$ cat src/sv/assert_macros.svh
// Assertion macros shared by the allocator RTL.
// Expects clk and arst_n in the scope where a macro is used.
`ifndef ASSERT_MACROS_SVH
`define ASSERT_MACROS_SVH

// Property that holds at every clock edge out of reset.
`define FLA_ASSERT(label, prop, msg) \
	label: assert property (@(posedge clk) disable iff (!arst_n) (prop)) else $error(msg);

// Consequent checked in the same cycle as the trigger.
`define FLA_ASSERT_NOW(label, pre, post, msg) \
	label: assert property (@(posedge clk) disable iff (!arst_n) (pre) |-> (post)) else $error(msg);

// Consequent checked in the cycle after the trigger.
`define FLA_ASSERT_NEXT(label, pre, post, msg) \
	label: assert property (@(posedge clk) disable iff (!arst_n) (pre) |=> (post)) else $error(msg);

`endif

$ cat src/sv/fla_pkg.sv
// Shared types and constants of the free list heap allocator.
// Used by the adder unit and the top level; depends on nothing.
package fla_pkg;

	localparam logic [31:0] GRAIN = 32'd8;
	localparam logic [31:0] HDR   = 32'd4;

	localparam int PADDR_W = 4;

	localparam logic [31:0] HEAP_BASE_RST    = 32'd0;
	localparam logic [31:0] HEAP_TOP_RST     = 32'd4096;
	localparam logic [15:0] STACK_MARGIN_RST = 16'd1024;

	localparam logic [1:0] REG_HEAP_BASE    = 2'd0;
	localparam logic [1:0] REG_HEAP_TOP     = 2'd1;
	localparam logic [1:0] REG_STACK_MARGIN = 2'd2;

	localparam logic OP_ALLOC   = 1'b0;
	localparam logic OP_RELEASE = 1'b1;

	localparam logic [1:0] ST_OK   = 2'd0;
	localparam logic [1:0] ST_OOM  = 2'd1;
	localparam logic [1:0] ST_BAD  = 2'd2;
	localparam logic [1:0] ST_FULL = 2'd3;

	typedef struct packed {
		logic [31:0] start;
		logic [31:0] size;
	} chunk_t;

	typedef struct packed {
		logic [31:0] a;
		logic [31:0] b;
		logic [31:0] c;
	} alu_req_t;

	typedef struct packed {
		logic [33:0] sum;
	} alu_rsp_t;

endpackage

$ cat src/sv/fla_alu.sv
// Shared three-operand adder of the allocator sequencer.
// Subtraction is a + ~b + 1, with bit 32 of the sum as the no-borrow flag.
module fla_alu (
	input  fla_pkg::alu_req_t req,
	output fla_pkg::alu_rsp_t rsp
);

	assign rsp.sum = {2'b00, req.a} + {2'b00, req.b} + {2'b00, req.c};

endmodule

$ cat config.mk
export PLATFORM = sky130hd
export DESIGN_NAME = fla_alu
export DESIGN_NICKNAME = d
export VERILOG_FILES = /design/src/sv/assert_macros.svh /design/src/sv/fla_pkg.sv /design/src/sv/fla_alu.sv
export SDC_FILE = /design/constraint.sdc
export NUM_CORES = 1
export LEC_CHECK = 0
export ABC_CLOCK_PERIOD_IN_PS = 9700
export BUFFER_PORTS_ARGS = -buffer_cell sky130_fd_sc_hd__buf_2
export CAP_MARGIN = 40
export CORE_UTILIZATION = 50
export DETAILED_ROUTE_END_ITERATION = 10
export PLACE_DENSITY = 0.91
export SYNTH_ARGS = -nofsm -noshare
export SYNTH_HDL_FRONTEND = slang
export SYNTH_SLANG_ARGS = --single-unit
$ cat constraint.sdc
create_clock -name vclk -period 9.7
set_clock_uncertainty 0.05 [all_clocks]
set_input_delay 0.97 -clock vclk [all_inputs]
set_output_delay 0.97 -clock vclk [all_outputs]
set_load 0.02 [all_outputs]
==> run_results.csv, run 1 <==
group,metric,value,unit
power_and_ir_drop,comb_power_share,100.0,%
cts,post_cts_buffers,0,
floorplanning,design.die.area,5210,µm²
cells_and_area,n_clock_buffer,0,
floorplanning,ios,130,
yosys,synth.avg_cell_area,8.71,µm²
global_route,grt_start_max_net_pins,12,
power_and_ir_drop,p_int,0.192,mW
route,via_per_inst,5.73,
power_and_ir_drop,ir_drop,0.109,mV
yosys,syn_area,2460,µm²
route,drc,0,
yosys,yosysWarnings,0,
place,gp_congestion,0.891,
setup_path,path_max_fanout,4,
timing,min_period,4970,ps
power_and_ir_drop,switching_share,61.3,%
power_and_ir_drop,pwr-share-seq,0,%
setup_path,endpoint_kind,"output pin",
timing,rsz0062_at_grt,"no",
global_route,antenna_found_initial,0,
power_and_ir_drop,netSwitchingPower,0.304,mW
power_and_ir_drop,power_density,157,nW/µm²
timing,fin_crit_sh,51.2,%
cells_and_area,drive_gt1_share,34.4,%
route,first_pass_iters,4,
global_route,grt_busiest_layer,"met2",
cells_and_area,synthToLayoutAreaGrowth,28.2,%
setup_path,worstSetupPathType,"input port to output pin",
timing,slew_headroom,66.9,%
run_status,status,"completed",
place,port_buffers,130,
yosys,yosysUniqueCellTypes,46,
cts,cts_repair_resize_count,0,
global_route,grt_pass1_wl,10800,µm
global_route,grt_pass1_vias,2650,
setup_path,crit_chain,"buf_2, fa_1, ha_1, fa_1, a21o_1, a221oi_4, o31ai_4, a211oi_4, nor3_1, a311oi_1, buf_2",
floorplanning,row_count,25,
route,drt_iter0_markers,160,
timing,finalHoldViolCount,0,
power_and_ir_drop,clockPowerShare,0,%
setup_path,crit_slowest_cell,"fa_1",
route,vias,2699,
timing,worst_pin_slew,495,ps
timing,tns,0,ps
yosys,seq_area_frac_synth,0,%
yosys,synth_nets,443,
route,drt-total-wl,6490,µm
cells_and_area,final_cell_mix,"buf_2 (130), fa_1 (33), ha_1 (31)",
setup_path,max_stage_delay,480,ps
global_route,met1_usage,32.2,%
place,hpwl,5640,µm
cells_and_area,num-fill-cells,389,
cts,cts_hold_buf,0,
yosys,netlist_instances,283,
cells_and_area,final_common_cell,"buf_2",
setup_path,cp.required,8680,ps
cells_and_area,final-instance-count-excl-fill,471,
global_route,grt_overflow,0,
worst_hold_path,hold_class,"input port to output pin",
timing,final_max_slew_viol_count,0,
place,dp.cells,471,
cells_and_area,diodes,0,
floorplanning,fp.dieH,72.2,µm
timing,setup_violations,0,
global_route,use_met3,1.81,%
floorplanning,initial_core_util,52.2,%
power_and_ir_drop,leakage,1.58,nW
timing,timing.fmax,201,MHz
cells_and_area,regArea,0,µm²
cells_and_area,finalNetCount,566,
cells_and_area,postLayoutCellArea,3160,µm²
place,placedInstanceArea,3160,µm²
setup_path,critPathLaunchType,"input port",
global_route,track_usage,24.6,%
floorplanning,die_w,72.2,µm
global_route,met2_usage,44.4,%
cells_and_area,seq_cell_count,0,
setup_path,cp_data_arrival_time,3950,ps
route,wire_per_inst,13.8,µm
route,ant_nets,0,
floorplanning,core_area,4720,µm²
run,drv_cap,0,
==> cell usage after synthesis (all sizes together), types with 3 or more instances <==
cell type	count	area (µm²)
clkbuf	4	15.0
xor2	11	96.3
and2	5	31.3
xnor2	16	140
o21bai	4	30.0
o21ai	16	83.8
and3	6	42.5
a21oi	26	130
nor3	6	30.0
a211oi	5	50.1
nand3	5	25.0
fa	33	661
buf	5	25.0
a21o	19	143
inv	9	33.8
nand2	22	82.6
o211ai	7	52.6
and4	3	26.3
nor2	12	45.0
a221oi	3	43.8
ha	31	388
a31oi	7	43.8
nand4	7	43.8
nand2b	3	18.8
==> worst paths after layout <==
check | start | endpoint | cells after the start
worst max-delay path | req[1] | rsp[31] | 11
worst min-delay path | req[64] | rsp[0] | 5
==> worst max-delay path: cells and delay by family <==
family | cells | cell delay [ps]
fa+ha+maj | 3 | 1140
compound gates | 5 | 1390
simple gates | 1 | 110
buf+inv | 2 | 330
==> area by class of cell <==
type,instances,area [µm²],share of cell area (%)
inverter,9,33.8,1.07
multi-input combinational,265,2390,75.7
timing repair buffer,130,651,20.6
tap,67,83.8,2.65
==> per-stage QoR <==
stage	utilization (%)	setup slack, ps	total power, mW	hold slack (ps)
after floorplan	-	4950	0.349	2170
after global placement	66.9	4850	0.483	2360
after detailed placement	66.9	4770	0.489	2390
after CTS	66.9	4740	0.492	2390
after global routing	66.9	4570	0.540	2430
final	66.9	4730	0.496	2390
==> power by group through the flow <==
stage | clock (mW) | sequential (mW) | combinational (mW)
3_5_place_dp | 0 | 0 | 0.489
3_3_place_gp | 0 | 0 | 0.483
5_1_grt | 0 | 0 | 0.540
6_report | 0 | 0 | 0.496
4_1_cts | 0 | 0 | 0.492
2_1_floorplan | 0 | 0 | 0.349
==> metal layers <==
layer,up-vias,share of wire (%)
met1,1246,43
met2,137,49
met5,-,0
li1,1302,-
met3,14,6.9
met4,0,1.6
==> cells by family after synthesis <==
logic type,count (synthesis),synth area share [%]
adder cells (fa/ha/maj),64,42.5
AND/OR/NAND/NOR,71,14.5
buffers and inverters,18,2.99
AO/OA/AOI/OAI,103,30.4
XOR/XNOR,27,9.59
Power figures use the tool's default switching activity.
==> inputs of run 2 (changes only) <==
--- a/config.mk
+++ b/config.mk
@@ -5,12 +5,12 @@
 export SDC_FILE = /design/constraint.sdc
 export NUM_CORES = 1
 export LEC_CHECK = 0
-export ABC_CLOCK_PERIOD_IN_PS = 9700
+export ABC_CLOCK_PERIOD_IN_PS = 4900
 export BUFFER_PORTS_ARGS = -buffer_cell sky130_fd_sc_hd__buf_2
 export CAP_MARGIN = 40
-export CORE_UTILIZATION = 50
+export CORE_UTILIZATION = 48
 export DETAILED_ROUTE_END_ITERATION = 10
-export PLACE_DENSITY = 0.91
+export PLACE_DENSITY = 0.88
 export SYNTH_ARGS = -nofsm -noshare
 export SYNTH_HDL_FRONTEND = slang
 export SYNTH_SLANG_ARGS = --single-unit
==> constraint.sdc (replaced) <==
create_clock -name vclk -period 4.9
set_clock_uncertainty 0.05 [all_clocks]
set_input_delay 0.49 -clock vclk [all_inputs]
set_output_delay 0.49 -clock vclk [all_outputs]
set_load 0.02 [all_outputs]
==> run 2 against run 1 <==
Compared with the run above: hold slack lost 980 ps; non-clock buffer count unchanged; clock-buffer cell count unchanged; cell count unchanged; global-route usage fell by 2.1 points; combinational power is 97% higher; die area up 4.1%; first-iteration DRC count grew 3.8%; sequential share of layout area unchanged; power grew 97%; critical path type unchanged; largest cell class unchanged; largest power group unchanged; highest routed layer unchanged.
==> run_results.csv, run 2 (same netlist as run 1, synthesis figures left out) <==
group,metric,value,unit
run_status,status,"completed",
setup_path,worst-path-buf-inv,2,
cells_and_area,n_clock_buffer,0,
timing,tns,0,ps
global_route,met1_usage,29.1,%
cts,post_cts_buffers,0,
route,drt_iter0_markers,166,
cells_and_area,synthToLayoutAreaGrowth,28.2,%
power_and_ir_drop,power,0.977,mW
setup_path,crit_path_start,"req[1]",
cells_and_area,fin_util,65.6,%
global_route,grt_busiest_layer,"met2",
global_route,grt_overflow,0,
setup_path,max_stage_delay,480,ps
setup_path,critical-path-top-delay-family,"compound AO/OA/AOI/OAI gates",
global_route,track_usage,22.5,%
route,first_pass_iters,5,
floorplanning,fp.dieH,73.7,µm
cells_and_area,final_cell_mix,"buf_2 (130), fa_1 (33), ha_1 (31)",
cells_and_area,diodes,0,
global_route,grt_start_max_net_pins,12,
global_route,grt_pass1_wl,10000,µm
place,hpwl,5600,µm
setup_path,cp_data_arrival_time,3410,ps
floorplanning,row_count,25,
route,via_per_inst,5.77,
worst_hold_path,hp-start,"req[64]",
power_and_ir_drop,ir_drop,0.302,mV
route,drc,0,
cells_and_area,seq_cell_count,0,
timing,whs,1400,ps
route,vias,2720,
setup_path,worstSetupPathType,"input port to output pin",
cts,cts_hold_buf,0,
global_route,antenna_found_initial,0,
timing,slew_headroom,69.2,%
setup_path,crit_chain,"buf_2, fa_1, ha_1, fa_1, a21o_1, a221oi_4, o31ai_4, a211oi_4, o21ai_2, o311a_1, buf_2",
floorplanning,core_area,4820,µm²
power_and_ir_drop,power_density,309,nW/µm²
place,gp_congestion,0.952,
timing,finalHoldViolCount,0,
global_route,met2_usage,42.5,%
worst_hold_path,hold_class,"input port to output pin",
floorplanning,initial_core_util,51.2,%
route,drt-total-wl,6300,µm
worst_hold_path,worstHoldPathCells,5,
cells_and_area,finalNetCount,566,
timing,rsz0062_at_grt,"no",
global_route,use_met3,0.823,%
setup_path,crit_slowest_cell,"fa_1",
timing,final_max_slew_viol_count,0,
floorplanning,design.die.area,5430,µm²
cells_and_area,final_common_cell,"buf_2",
route,ant_nets,0,
route,wire_per_inst,13.4,µm
setup_path,critPathLaunchType,"input port",
timing,setup_violations,0,
floorplanning,die_w,73.7,µm
timing,fin_crit_sh,80.6,%
timing,min_period,3950,ps
floorplanning,ios,130,
global_route,grt_pass1_vias,2427,
setup_path,path_max_fanout,4,
setup_path,endpoint_kind,"output pin",
power_and_ir_drop,leakage,1.58,nW
cells_and_area,regArea,0,µm²
run,drv_cap,0,
setup_path,cp.required,4360,ps
cts,cts_repair_resize_count,0,
place,port_buffers,130,
worst_hold_path,min_to,"rsp[0]",
timing,timing.fmax,253,MHz
cells_and_area,drive_gt1_share,34.4,%
timing,worst_pin_slew,461,ps
[run 2: cell counts in the layout (fill, tap and decap cells not counted)]
No cell type changed its count.
[run 2: layout make-up]
| cell class | count | area [µm²] |
|---|---|---|
| Inverter | 9 | 33.8 |
| Tap cell | 67 | 83.8 |
| Fill cell | 419 | 1660 |
| Multi-Input combinational cell | 265 | 2390 |
| Timing Repair Buffer | 130 | 651 |
[run 2: report_power, final]
group / internal (mW) / switching [mW] / leakage (nW)
combinational: 0.379 / 0.598 / 1.58
sequential: 0 / 0 / 0
clock: 0 / 0 / 0
[run 2: how the worst max path moves through the flow]
stage | to | slack, ps | depth (start not counted)
2_1_floorplan | rsp[31] | 1110 | 9
3_3_place_gp | rsp[33] | 1020 | 11
3_5_place_dp | rsp[33] | 980 | 11
4_1_cts | rsp[33] | 950 | 11
5_1_grt | rsp[33] | 830 | 11
6_report | rsp[33] | 950 | 11
[run 2: tightest hold or removal path: cells and delay by family]
kind                       cells  cell delay (ps)
buffers and inverters          4              320
adders and majority gates      1              150
[run 2: per-layer routing]
layer	vias up	routed length, µm
met5	-	0
met4	0	71
met3	12	539
met2	145	3190
met1	1262	2500
li1	1301	-
[run 2: through the flow]
stage,std cells,cell area (µm²),setup WS (ps)
after floorplan,283,2460,1110
after global placement,471,3160,1020
after global routing,471,3160,831
final,471,3160,952
after CTS,471,3160,948
after detailed placement,471,3160,975
